$ cat config.mk
export PLATFORM = sky130hd
export DESIGN_NAME = sie_alu
export DESIGN_NICKNAME = d
export VERILOG_FILES = /design/src/hdl/sie_pkg.sv /design/src/hdl/sie_alu.sv
export SDC_FILE = /design/constraint.sdc
export NUM_CORES = 1
export LEC_CHECK = 0
export BUFFER_PORTS_ARGS = -buffer_cell sky130_fd_sc_hd__buf_2
export CAP_MARGIN = 20
export CORE_ASPECT_RATIO = 1.2
export CORE_UTILIZATION = 58
export DETAILED_ROUTE_END_ITERATION = 12
export PLACE_DENSITY = 0.82
export SETUP_SLACK_MARGIN = 0.05
export SLEW_MARGIN = 0
export SYNTH_ARGS = -nofsm -noshare
export SYNTH_HDL_FRONTEND = slang
export SYNTH_SLANG_ARGS = --single-unit
$ cat constraint.sdc
create_clock -name vclk -period 9.93
set_clock_uncertainty 0.15 [all_clocks]
set_input_delay 0 -clock vclk [all_inputs]
set_output_delay 0 -clock vclk [all_outputs]
set_load 0.02 [all_outputs]
$ cat src/hdl/sie_pkg.sv
package sie_pkg;

	localparam int DataW     = 32;
	localparam int OffW      = 16;
	localparam int MemWords  = 256;
	localparam int MemAddrW  = $clog2(MemWords);

	typedef logic [DataW-1:0] word_t;

	typedef enum logic [2:0] {
		OP_ADD   = 3'd0,
		OP_NAND  = 3'd1,
		OP_MULT  = 3'd2,
		OP_LOAD  = 3'd3,
		OP_STORE = 3'd4,
		OP_BEQ   = 3'd5,
		OP_HALT  = 3'd6,
		OP_NOOP  = 3'd7
	} op_t;

	typedef struct packed {
		logic                en;
		logic [MemAddrW-1:0] addr;
		word_t               data;
	} mem_wr_t;

endpackage

$ cat src/hdl/sie_alu.sv
module sie_alu (
	input  sie_pkg::op_t    op,
	input  sie_pkg::word_t  src0,
	input  sie_pkg::word_t  src1,
	output sie_pkg::word_t  result
);

	// src0 is the base/first source, src1 the second source or store data
	always_comb begin
		unique case (op)
			sie_pkg::OP_ADD:   result = src0 + src1;
			sie_pkg::OP_NAND:  result = ~(src0 & src1);
			sie_pkg::OP_MULT:  result = src0 * src1;
			sie_pkg::OP_STORE: result = src1;
			default:           result = '0;
		endcase
	end

endmodule

After elaboration in Yosys (flattened, before gate mapping)

Index checks and enable logic that the tools add are counted.

$add $sub $neg: 1
$mul: 1
Equality and inequality tests: 3
Mux-type cells: 1
Bitwise logic cells: 2
Reductions and logical operators: 1

Operators with widths:

| kind                 | count |
|---|---|
| $pmux W32 S4         | 1 |
| $add A32 B32 Y32     | 1 |
| $and A32 B32 Y32     | 1 |
| $mul A32 B32 Y32     | 1 |
| $not A32 Y32         | 1 |
| $eq A3 B1 Y1 const B | 1 |
| $eq A3 B2 Y1 const B | 1 |
| $eq A3 B3 Y1 const B | 1 |
| $logic_not A3 Y1     | 1 |

Flip-flop bits (word level): 0
Input bits: 67
Output and inout bits: 32
Logic and storage cells: 9

Logic depth before layout (Yosys ltp)

Word-level depth: 3
Gate-level depth with buffers: 27
Depth with buffers taken out: 25

Least setup slack after synthesis

OpenSTA, ideal clock, no wires.

Path type: input port to output port
From: input src0[11]
To: output result[27]
Data arrival time: 6.861 ns
Data required time: 9.780 ns
Setup slack: 2.919 ns
Stages on the path: 23
Path buffers: 2
Path through: clkbuf_1 > clkbuf_1 > and2_1 > fa_1 > fa_1 > fa_1 > inv_1 > fa_1 > inv_1 > fa_1 > inv_1 > fa_1 > inv_1 > fa_1 > fa_1 > ha_1 > and3_4 > and3b_1 > o31a_1 > a211oi_2 > o21a_2 > o21ai_1 > o311ai_0

Cells in the longest elaborated chain, start to end: 2
Elaborated cells between the ends (all ways): 3
Those cells by class: add/sub (1); mul (1); mux (1)

Ends and longest elaborated chain:

| element                                                     | RTL line                     | text |
|---|---|---|
| from (decl)                                                 | sie_alu.sv:3                 | `input sie_pkg::word_t src0,` |
| $mul A32 B32 Y32 / $add A32 B32 Y32 (equally long branches) | sie_alu.sv:13, sie_alu.sv:11 |  |
| $pmux W32 S4 *                                              | sie_alu.sv:10                | `unique case (op)` |
| to (decl)                                                   | sie_alu.sv:5                 | `output sie_pkg::word_t result` |

Mark *: on every way between the ends. The rest lies on a longest branch, timed or not.

Worst setup path after layout

From: input src1[9]
To: output result[30]

Cells in the longest elaborated chain, start to end: 2
Elaborated cells between the ends (all ways): 3
Those cells by class: add/sub (1); mul (1); mux (1)

Ends and longest elaborated chain:

| element                                                     | RTL line                     | text |
|---|---|---|
| from (decl)                                                 | sie_alu.sv:4                 | `input sie_pkg::word_t src1,` |
| $mul A32 B32 Y32 / $add A32 B32 Y32 (equally long branches) | sie_alu.sv:13, sie_alu.sv:11 |  |
| $pmux W32 S4 *                                              | sie_alu.sv:10                |  |

Marks and branches as above.

==> results.md <==
- IO Port Bufs: 99
- Final period utilization: 76.96%
- Beginning of the worst hold path: src1[30]
- Status: complete, no violations
- Core footprint: 30570 um^2
- Post-Synthesis Cell Area: 18090 um^2
- Fmax: 0.1308 GHz
- Max_cap viols: 0
- Initial antenna violation count: 2
- Final setup fails: 0
- CP most frequent cell: fa_1
- Post-CTS resize count: 0
- WL final: 51.79 mm
- RSZ-0062 raised after global routing: no
- Largest net degree at the start of global routing: 34
- Count leader, synth: fa_1
- Antenna viol nets, final: 0
- Gr usage total: 34.50%
- Clock buffers: 0
- Synth area leader: fa_1
- Ys Warns: 0
- Fin area: 18730 um^2
- Crit Path Category: in2out
- Top cell type's share of synthesized area: 45.25%
- Hold WC Path Type: in2out
- Drt first pass iters: 5
- CP Capture Type: primary output
- Final Net Count: 2720
- Via density per instance: 5.916
- Main area contributors after synthesis: fa_1, ha_1, and2_1, inv_1, nand2_1
- GP Congestion: 1.006
- CP max stage cell: fa_1
- DRC viols: 0
- P&R area growth vs syn: 3.513%
- Filler cells: 2516
- CP endpoint: result[30]
- Vias in the first global route: 15.78k
- Die area: 31910 um^2
- Synth cell count leaders: fa_1, inv_1, and2_1
- Worst Path Max Fanout: 24
- Initial core utilization: 59.20%
- Mapped Cells: 2081
- Tightest Pin Transition: 0.9173 ns
- Minimum clock period after layout: 7.642 ns
- Iteration-0 DRC Markers: 1007
- DR WL/cell: 20.85 um
- Chip width: 163.2 um
- Row cnt: 70
- Slew headroom: 38.78%
- Placed Area: 18730 um^2
- Area occupied by registers: 0 um^2
- Hold_buf cts: 0
- Worst Setup Start Kind: primary input
- Critical path required time: 9.78 ns
- Layout cells sized above 1: 6.469%
- Mean post-synth cell area: 8.695 um^2
- DP Wirelength: 40.91 mm
- Distinct cells, synth: 79
- Post-synthesis sequential area ratio: 0%
- Worst setup path startpoint: src1[9]
- Grt ovf: 0
- Final slew viol count: 0
- Syn nets: 2712
- Slowest stage delay, CP: 0.57 ns
- Crit-path cells: buf_2, ha_1, inv_1, fa_1, inv_1, fa_1, fa_1, inv_1, fa_1, inv_1, fa_1, fa_1, fa_1, fa_1, ha_1, a21o_1, a221o_1, a2111oi_4, a21oi_2, a31o_1, and4b_1, o31ai_1, o211ai_1, buf_2
- FF+latch count: 0
- Setup TNS: 0 ns
- Vias: 14.70k
- Ports: 99
- First-pass GRT wire length: 84.41 mm
- Post-CTS setup buffers: 0
- Final Hold Viols: 0
- Die Ht: 195.5 um
- CP arrival: 7.49 ns
-- placed cells by master (no fill, tap or decap), types with 10 or more instances in the layout --
cell / netlist / layout
fa_1: 409 / 409
nand3_1: 10 / 10
a21o_1: 16 / 16
o21ai_0: 45 / 45
ha_1: 155 / 155
a211oi_1: 10 / 10
a221oi_1: 11 / 11
nand2_1: 241 / 241
nor3_1: 13 / 13
and2_1: 303 / 303
nor2_1: 68 / 68
xnor2_1: 77 / 77
buf_2: 4 / 99
inv_1: 395 / 395
nand2b_1: 15 / 15
a21oi_1: 60 / 60
xor2_1: 25 / 25
-- how the worst min path moves through the flow --
stage	end	slack (ns)	cells past startpoint
2_1_floorplan	result[1]	0.08	1
3_3_place_gp	result[30]	0.30	4
3_5_place_dp	result[30]	0.33	4
4_1_cts	result[30]	0.33	4
5_1_grt	result[30]	0.38	4
6_report	result[30]	0.33	4
-- critical path, delay by kind of cell --
family	cells	cell delay (ns)
adder cells (fa/ha/maj)	10	4.44
AND/OR/NAND/NOR	1	0.17
AO/OA/AOI/OAI	7	1.86
buffers and inverters	6	1.00
-- routing by layer --
metal	part of all wire [%]	vias to the layer above	global-route usage [%]	wire, um
met5	0.027	-	0	14
met4	6.0	2	17.10	3117
met1	37	7360	44.97	19360
li1	-	6351	-	-
met3	8.3	180	3.653	4301
met2	48	802	56.98	24990
-- cell families after synthesis --
group / count (synthesis) / synth area share [%]
AOI/OAI and AO/OA: 227 / 8.567
xor gates and xnor gates: 104 / 5.151
adders and majority gates: 564 / 55.97
buffers and inverters: 495 / 10.48
muxes: 7 / 0.4011
and+or+nand+nor: 684 / 19.44
-- through the flow --
| stage | utilization [%] | cells | setup WS [ns] | hold WS [ns] |
|---|---|---|---|---|
| global route | 61.27 | 2483 | 2.057 | 0.3761 |
| global placement | 61.27 | 2483 | 2.482 | 0.2969 |
| finish | 61.28 | 2484 | 2.288 | 0.3350 |
| CTS | 61.27 | 2483 | 2.355 | 0.3327 |
| floorplan | - | 2081 | 2.919 | 0.08271 |
| detailed placement | 61.27 | 2483 | 2.359 | 0.3296 |
-- area by class of cell --
type	count	area, um^2	share of cell area, %
Multi-Input combinational cell	1586	16200	86.50
Inverter	395	1483	7.916
Timing Repair Buffer	106	548.0	2.926
Tap cell	396	495.5	2.645
Antenna cell	1	2.502	0.01336
Power is not shown: default switching activity piles up to over one toggle a cycle in this logic, so the estimate is an artifact.
