## src/hdl/sie_pkg.sv

```systemverilog
package sie_pkg;

	localparam int DataW     = 32;
	localparam int OffW      = 16;
	localparam int MemWords  = 256;
	localparam int MemAddrW  = $clog2(MemWords);

	typedef logic [DataW-1:0] word_t;

	typedef enum logic [2:0] {
		OP_ADD   = 3'd0,
		OP_NAND  = 3'd1,
		OP_MULT  = 3'd2,
		OP_LOAD  = 3'd3,
		OP_STORE = 3'd4,
		OP_BEQ   = 3'd5,
		OP_HALT  = 3'd6,
		OP_NOOP  = 3'd7
	} op_t;

	typedef struct packed {
		logic                en;
		logic [MemAddrW-1:0] addr;
		word_t               data;
	} mem_wr_t;

endpackage

```

## src/hdl/sie_regfile.sv

```systemverilog
module sie_regfile #(
	parameter int NUM_REGS = 8,
	localparam int IdxW = $clog2(NUM_REGS)
) (
	input  logic              clk,
	input  logic              arst_n,
	input  logic              rd_en,
	input  logic [IdxW-1:0]   rd_addr0,
	input  logic [IdxW-1:0]   rd_addr1,
	output sie_pkg::word_t    rd_data0,
	output sie_pkg::word_t    rd_data1,
	input  logic              wr_en,
	input  logic [IdxW-1:0]   wr_addr,
	input  sie_pkg::word_t    wr_data
);

	sie_pkg::word_t        mem [NUM_REGS];
	logic [NUM_REGS-1:0]   vld_q;
	sie_pkg::word_t        rd_data0_q;
	sie_pkg::word_t        rd_data1_q;
	logic                  rd_vld0_q;
	logic                  rd_vld1_q;

	// read-before-write: a same-edge write is seen through forwarding upstream
	always_ff @(posedge clk) begin
		if (wr_en) begin
			mem[wr_addr] <= wr_data;
		end
		if (rd_en) begin
			rd_data0_q <= mem[rd_addr0];
			rd_data1_q <= mem[rd_addr1];
		end
	end

	// entries never written read as zero
	always_ff @(posedge clk or negedge arst_n) begin
		if (!arst_n) begin
			vld_q     <= '0;
			rd_vld0_q <= 1'b0;
			rd_vld1_q <= 1'b0;
		end else begin
			if (wr_en) begin
				vld_q[wr_addr] <= 1'b1;
			end
			if (rd_en) begin
				rd_vld0_q <= vld_q[rd_addr0];
				rd_vld1_q <= vld_q[rd_addr1];
			end
		end
	end

	assign rd_data0 = rd_vld0_q ? rd_data0_q : '0;
	assign rd_data1 = rd_vld1_q ? rd_data1_q : '0;

endmodule

```

## config.mk

```make
export PLATFORM = sky130hd
export DESIGN_NAME = sie_regfile
export DESIGN_NICKNAME = d
export VERILOG_FILES = /design/src/hdl/sie_pkg.sv /design/src/hdl/sie_regfile.sv
export SDC_FILE = /design/constraint.sdc
export NUM_CORES = 1
export LEC_CHECK = 0
export BUFFER_PORTS_ARGS = -buffer_cell sky130_fd_sc_hd__buf_2
export CORE_MARGIN = 2
export CORE_UTILIZATION = 30
export CTS_CLUSTER_SIZE = 10
export DETAILED_ROUTE_END_ITERATION = 12
export GPL_ROUTABILITY_DRIVEN = 0
export PLACE_DENSITY = 0.52
export RECOVER_POWER = 25
export SYNTH_ARGS = -nofsm -noshare
export SYNTH_HDL_FRONTEND = slang
export SYNTH_SLANG_ARGS = --single-unit
```

## constraint.sdc

```tcl
create_clock -name clk -period 1.5 [get_ports clk]
set_clock_uncertainty 0.15 [all_clocks]
set_input_delay 0.15 -clock clk [delete_from_list [all_inputs] [get_ports clk]]
set_output_delay 0.15 -clock clk [all_outputs]
set_load 0.02 [all_outputs]
```

* Word level (Yosys, flattened, before mapping)
Memory sizes are Yosys's and may differ from the RTL's. A register that Yosys moved wholly into a read port is not among the register bits.
Cells that the tools add are included.
** Storage, ports and cells
- Bits in writable memories :: 256
- Logic and storage cells :: 20
- Output and inout port bits :: 64
- Bits in read-only memories :: 0
- Memories :: 1
- Bits in latches :: 0
- Register bits after elaboration :: 10
- Input bits :: 45
** Memories
- mem :: depth 8, width 32, read ports 2, clocked after Yosys merged registers in 2, wr ports 1, line sie_regfile.sv:17 : sie_pkg::word_t mem [NUM_REGS];
** Operators by class
- Divide/modulo/power cells :: 0
- Multipliers :: 0
- Bitwise gates (word level) :: 1
- $add $sub $neg :: 0
- Magnitude comparators :: 4
- Equality and inequality tests :: 0
- Shifts and indexed selects :: 0
- Multiplexer cells :: 10
- Reduce and logical (&&, ||, !) cells :: 1
** Operators by type and width (count)
- two-way mux 32 bit :: 2
- < comparator 3 x 4 -> 1 bit, second input constant :: 3
- OR 8 bit :: 1
- binary-select mux 1 bit (select 3 bit) :: 2
- two-way mux 1 bit :: 5
- demux 1 bit (select 3 bit) :: 1
- >= comparator 3 x 1 -> 1 bit, second input constant :: 1
- logical AND 1 bit :: 1

* Longest topological paths before layout
- Depth after elaboration :: 5
- Depth in mapped cells :: 6
- Mapped depth without buffers :: 3

* Least setup slack after synthesis
OpenSTA, ideal clock, no wires.
- Kind :: input -> register
- From :: in wr_addr[0]
- To :: mem mem[0][0] (netlist name) (enable)
- Arrival time :: 2.564 ns
- Library setup time :: 0.463 ns
- Path slack :: -1.677 ns
- Data required time :: 0.887 ns
- Stages :: 2
- Path buffers :: 0
- Cell sequence :: nand2b_1 > nor3_1
** RTL lines
- from (decl) :: line sie_regfile.sv:13 : input logic [IdxW-1:0] wr_addr,
- to (decl) :: line sie_regfile.sv:17
Straight into the memory's write port.

* Worst setup path after layout
- From :: reg rd_vld1_q
- To :: out rd_data1[14]
** Between the ends
- Longest elaborated chain between the ends :: 1
** Ends and longest elaborated chain
- from (decl) :: line sie_regfile.sv:22 : logic rd_vld1_q;
- from (signal assigned) :: line sie_regfile.sv:47 : rd_vld1_q <= vld_q[rd_addr1];
- two-way mux 32 bit :: line sie_regfile.sv:53 : assign rd_data1 = rd_vld1_q ? rd_data1_q : '0;
- to (decl) :: line sie_regfile.sv:11 : output sie_pkg::word_t rd_data1,
Every way passes these cells.

==> flow_metrics.tcl <==
set metrics [dict create \
    holdCritPathClass "input pin to flop" \
    portBuffers 108 \
    criticalPathCategory "flop to primary output" \
    grt.total_usage_pct 14.4 \
    avgSynthCellArea_sq_um 21.9 \
    slew_headroom_pct 50.2 \
    wl_met3_microns 2490 \
    rows 80 \
    syn_area_sq_um 14500 \
    insertion_delay_ns 0.55 \
    routed_via_density 4.91 \
    drt_iter0_markers 472 \
    layout_common_cells "edfxtp_1 (320), mux4_2 (130), mux2_4 (55)" \
    dieArea_sq_um 50300 \
    die_y_microns 224 \
    powerDensity_nw_per_um2 1200 \
    synth_nets 710 \
    final_common_cell "edfxtp_1" \
    final.setup.worst_slack_ns -0.314 \
    route.met2.wl_microns 17700 \
    clockRootBuffer "clkbuf_16" \
    cap_violations 0 \
    cts_buffers 40 \
    route.detailed.drc 0 \
    fin_nets 914 \
    syn_inst 665 \
    cts_tree "built" \
    start_util_pct 30.4 \
    required_ns 1.20 \
    worstSetupEndpointType "primary output" \
    period_share_pct 121 \
    yosysSeqAreaShare_pct 67.8 \
    htree_levels 2 \
    final_util_pct 38.5 \
    crit_arrival_ns 1.51 \
    dieWidth_microns 224 \
    crit_path_start_kind "flop" \
    fin_crit_ns 1.81 \
    stdcell_count 1503 \
    met1_length_microns 14600 \
    overflow 0 \
    ir_drop_v 0.000763 \
    area_growth_pct 26.8 \
    dp.final_hpwl_microns 22600 \
    violations "setup timing" \
    antenna_found_initial 3 \
    fp.coreArea_sq_um 47800 \
    rsz0062_at_grt "yes" \
    grt_pass1_wl_microns 52900 \
    routed_wl_microns 35400 \
    dp_cells 1404 \
    synth_top_area_cell "edfxtp_1" \
    drtAntennaViolNets 0 \
    ys_seq_elements 330 \
    hold_viol_final 0 \
    slew_viol_final 0 \
    drt_pass1_iterations 4 \
    setup-violations-final 128 \
    cts_sinks 330 \
    leakagePower_uw 0.00633 \
    grt_pass1_vias 8071 \
    critPathMaxFanout 6 \
    status "finished, violations left" \
    grt_max_degree 33 \
    yosys.area.top_type_share_pct 66.1 \
    path_clk_slew_ns 0.05 \
    tightest_slew_ns 0.745 \
    wl_per_cell_microns 23.5 \
    drive_gt1_share_pct 49.8 \
    ys_types 20 \
    route.vias.total 7373 \
    pin_count 109 \
    ctsLongestPathBuffers 3 \
    max_freq_ghz 0.551 \
    synth_area_leaders "edfxtp_1 (66%), mux4_2 (19%), mux2_2 (3.1%)" \
    routed.top_layer "met5" \
    ys_warn_count 0 \
]
==> sequential cells by signal (all words and copies together) (netlist names) <==
name,cells
rd_data1_q,32
rd_vld0_q,1
rd_vld1_q,1
vld_q,8
rd_data0_q,32
mem,256
==> kinds of logic after synthesis <==
family / after synthesis / share of synthesized area (%)
buffers and inverters: 46 / 2.09
DFF: 330 / 67.8
muxes: 204 / 26.6
and+or+nand+nor: 85 / 3.50
==> stage by stage <==
step	TNS (ns)	instance area [sq um]	setup WS (ns)	hold slack, ns	total power [uW]
after floorplan	-18.54	14700	-0.237	-0.296	12300
after global placement	-18.50	16500	-0.308	-0.126	13200
after detailed placement	-18.48	16500	-0.322	-0.123	13300
after CTS	-21.45	18300	-0.348	0.00913	22300
after global routing	-24.80	18400	-0.368	0.0342	23000
final	-18.93	18400	-0.314	0.0450	22100
==> cells in the mapped netlist <==
cell	count
mux4_2	121
mux2_2	40
mux2i_1	10
clkbuf_2	1
nor2_1	6
edfxtp_1	320
and2_1	64
buf_2	14
inv_1	2
nor3_1	2
mux4_1	9
clkbuf_1	13
dfrtp_1	10
nand2b_1	3
buf_1	8
nand2_1	2
buf_12	6
mux2_4	24
buf_6	2
or2_2	8
==> power by group <==
group	internal, uW	total, uW	switching [uW]
sequential	10600	10700	163
combinational	1460	2710	1240
clock	5120	8630	3510
total	17200	22100	4910
==> final cells by class <==
type | instances | area (sq um)
Antenna cell | 1 | 2.50
Clock inverter | 6 | 60.1
Inverter | 2 | 7.51
Clock buffer | 54 | 1070
Fill cell | 4319 | 29400
Multi-Input combinational cell | 289 | 4630
Tap cell | 615 | 769
Timing Repair Buffer | 206 | 2030
Sequential cell | 330 | 9860
==> timing repair <==
action / in CTS / in global routing
resized for setup: 107 / 36
buffers inserted: 2 / 0
gates cloned: 0 / 1
endpoints found under the hold margin: 277 / 0
endpoints found under the setup margin: 128 / 128
hold buffers: 35 / 0
==> metal layers <==
metal  up-vias  track usage [%]
met3        46             3.73
met4         2             3.38
met5         -                0
met1      3925             19.0
met2       214             24.1
li1       3186                -
==> worst max-delay path, cell delays in order (launching register included) <==
cell,delay (ns)
dfrtp_2,0.42
buf_12,0.15
clkbuf_16,0.15
and2_4,0.13
buf_6,0.12
==> path summary, 6_finish.rpt <==
check	slack, ns	start	end	cells after the start
worst max-delay path	-0.31	rd_vld1_q$_DFFE_PN0P_	rd_data1[14]	4
worst max register to register	-0.08	mem[0][2]$_DFFE_PP_	rd_data1_q[2]$_DFFE_PP_	2
min in group asynchronous	0.52	arst_n	vld_q[0]$_DFFE_PN0P_	3
max in group asynchronous	0.34	arst_n	rd_vld1_q$_DFFE_PN0P_	3
worst min register to register	0.35	vld_q[6]$_DFFE_PN0P_	vld_q[6]$_DFFE_PN0P_	1
worst min-delay path	0.04	wr_addr[2]	mem[1][29]$_DFFE_PP_	3
No activity file was read; power rests on OpenSTA's default activity.
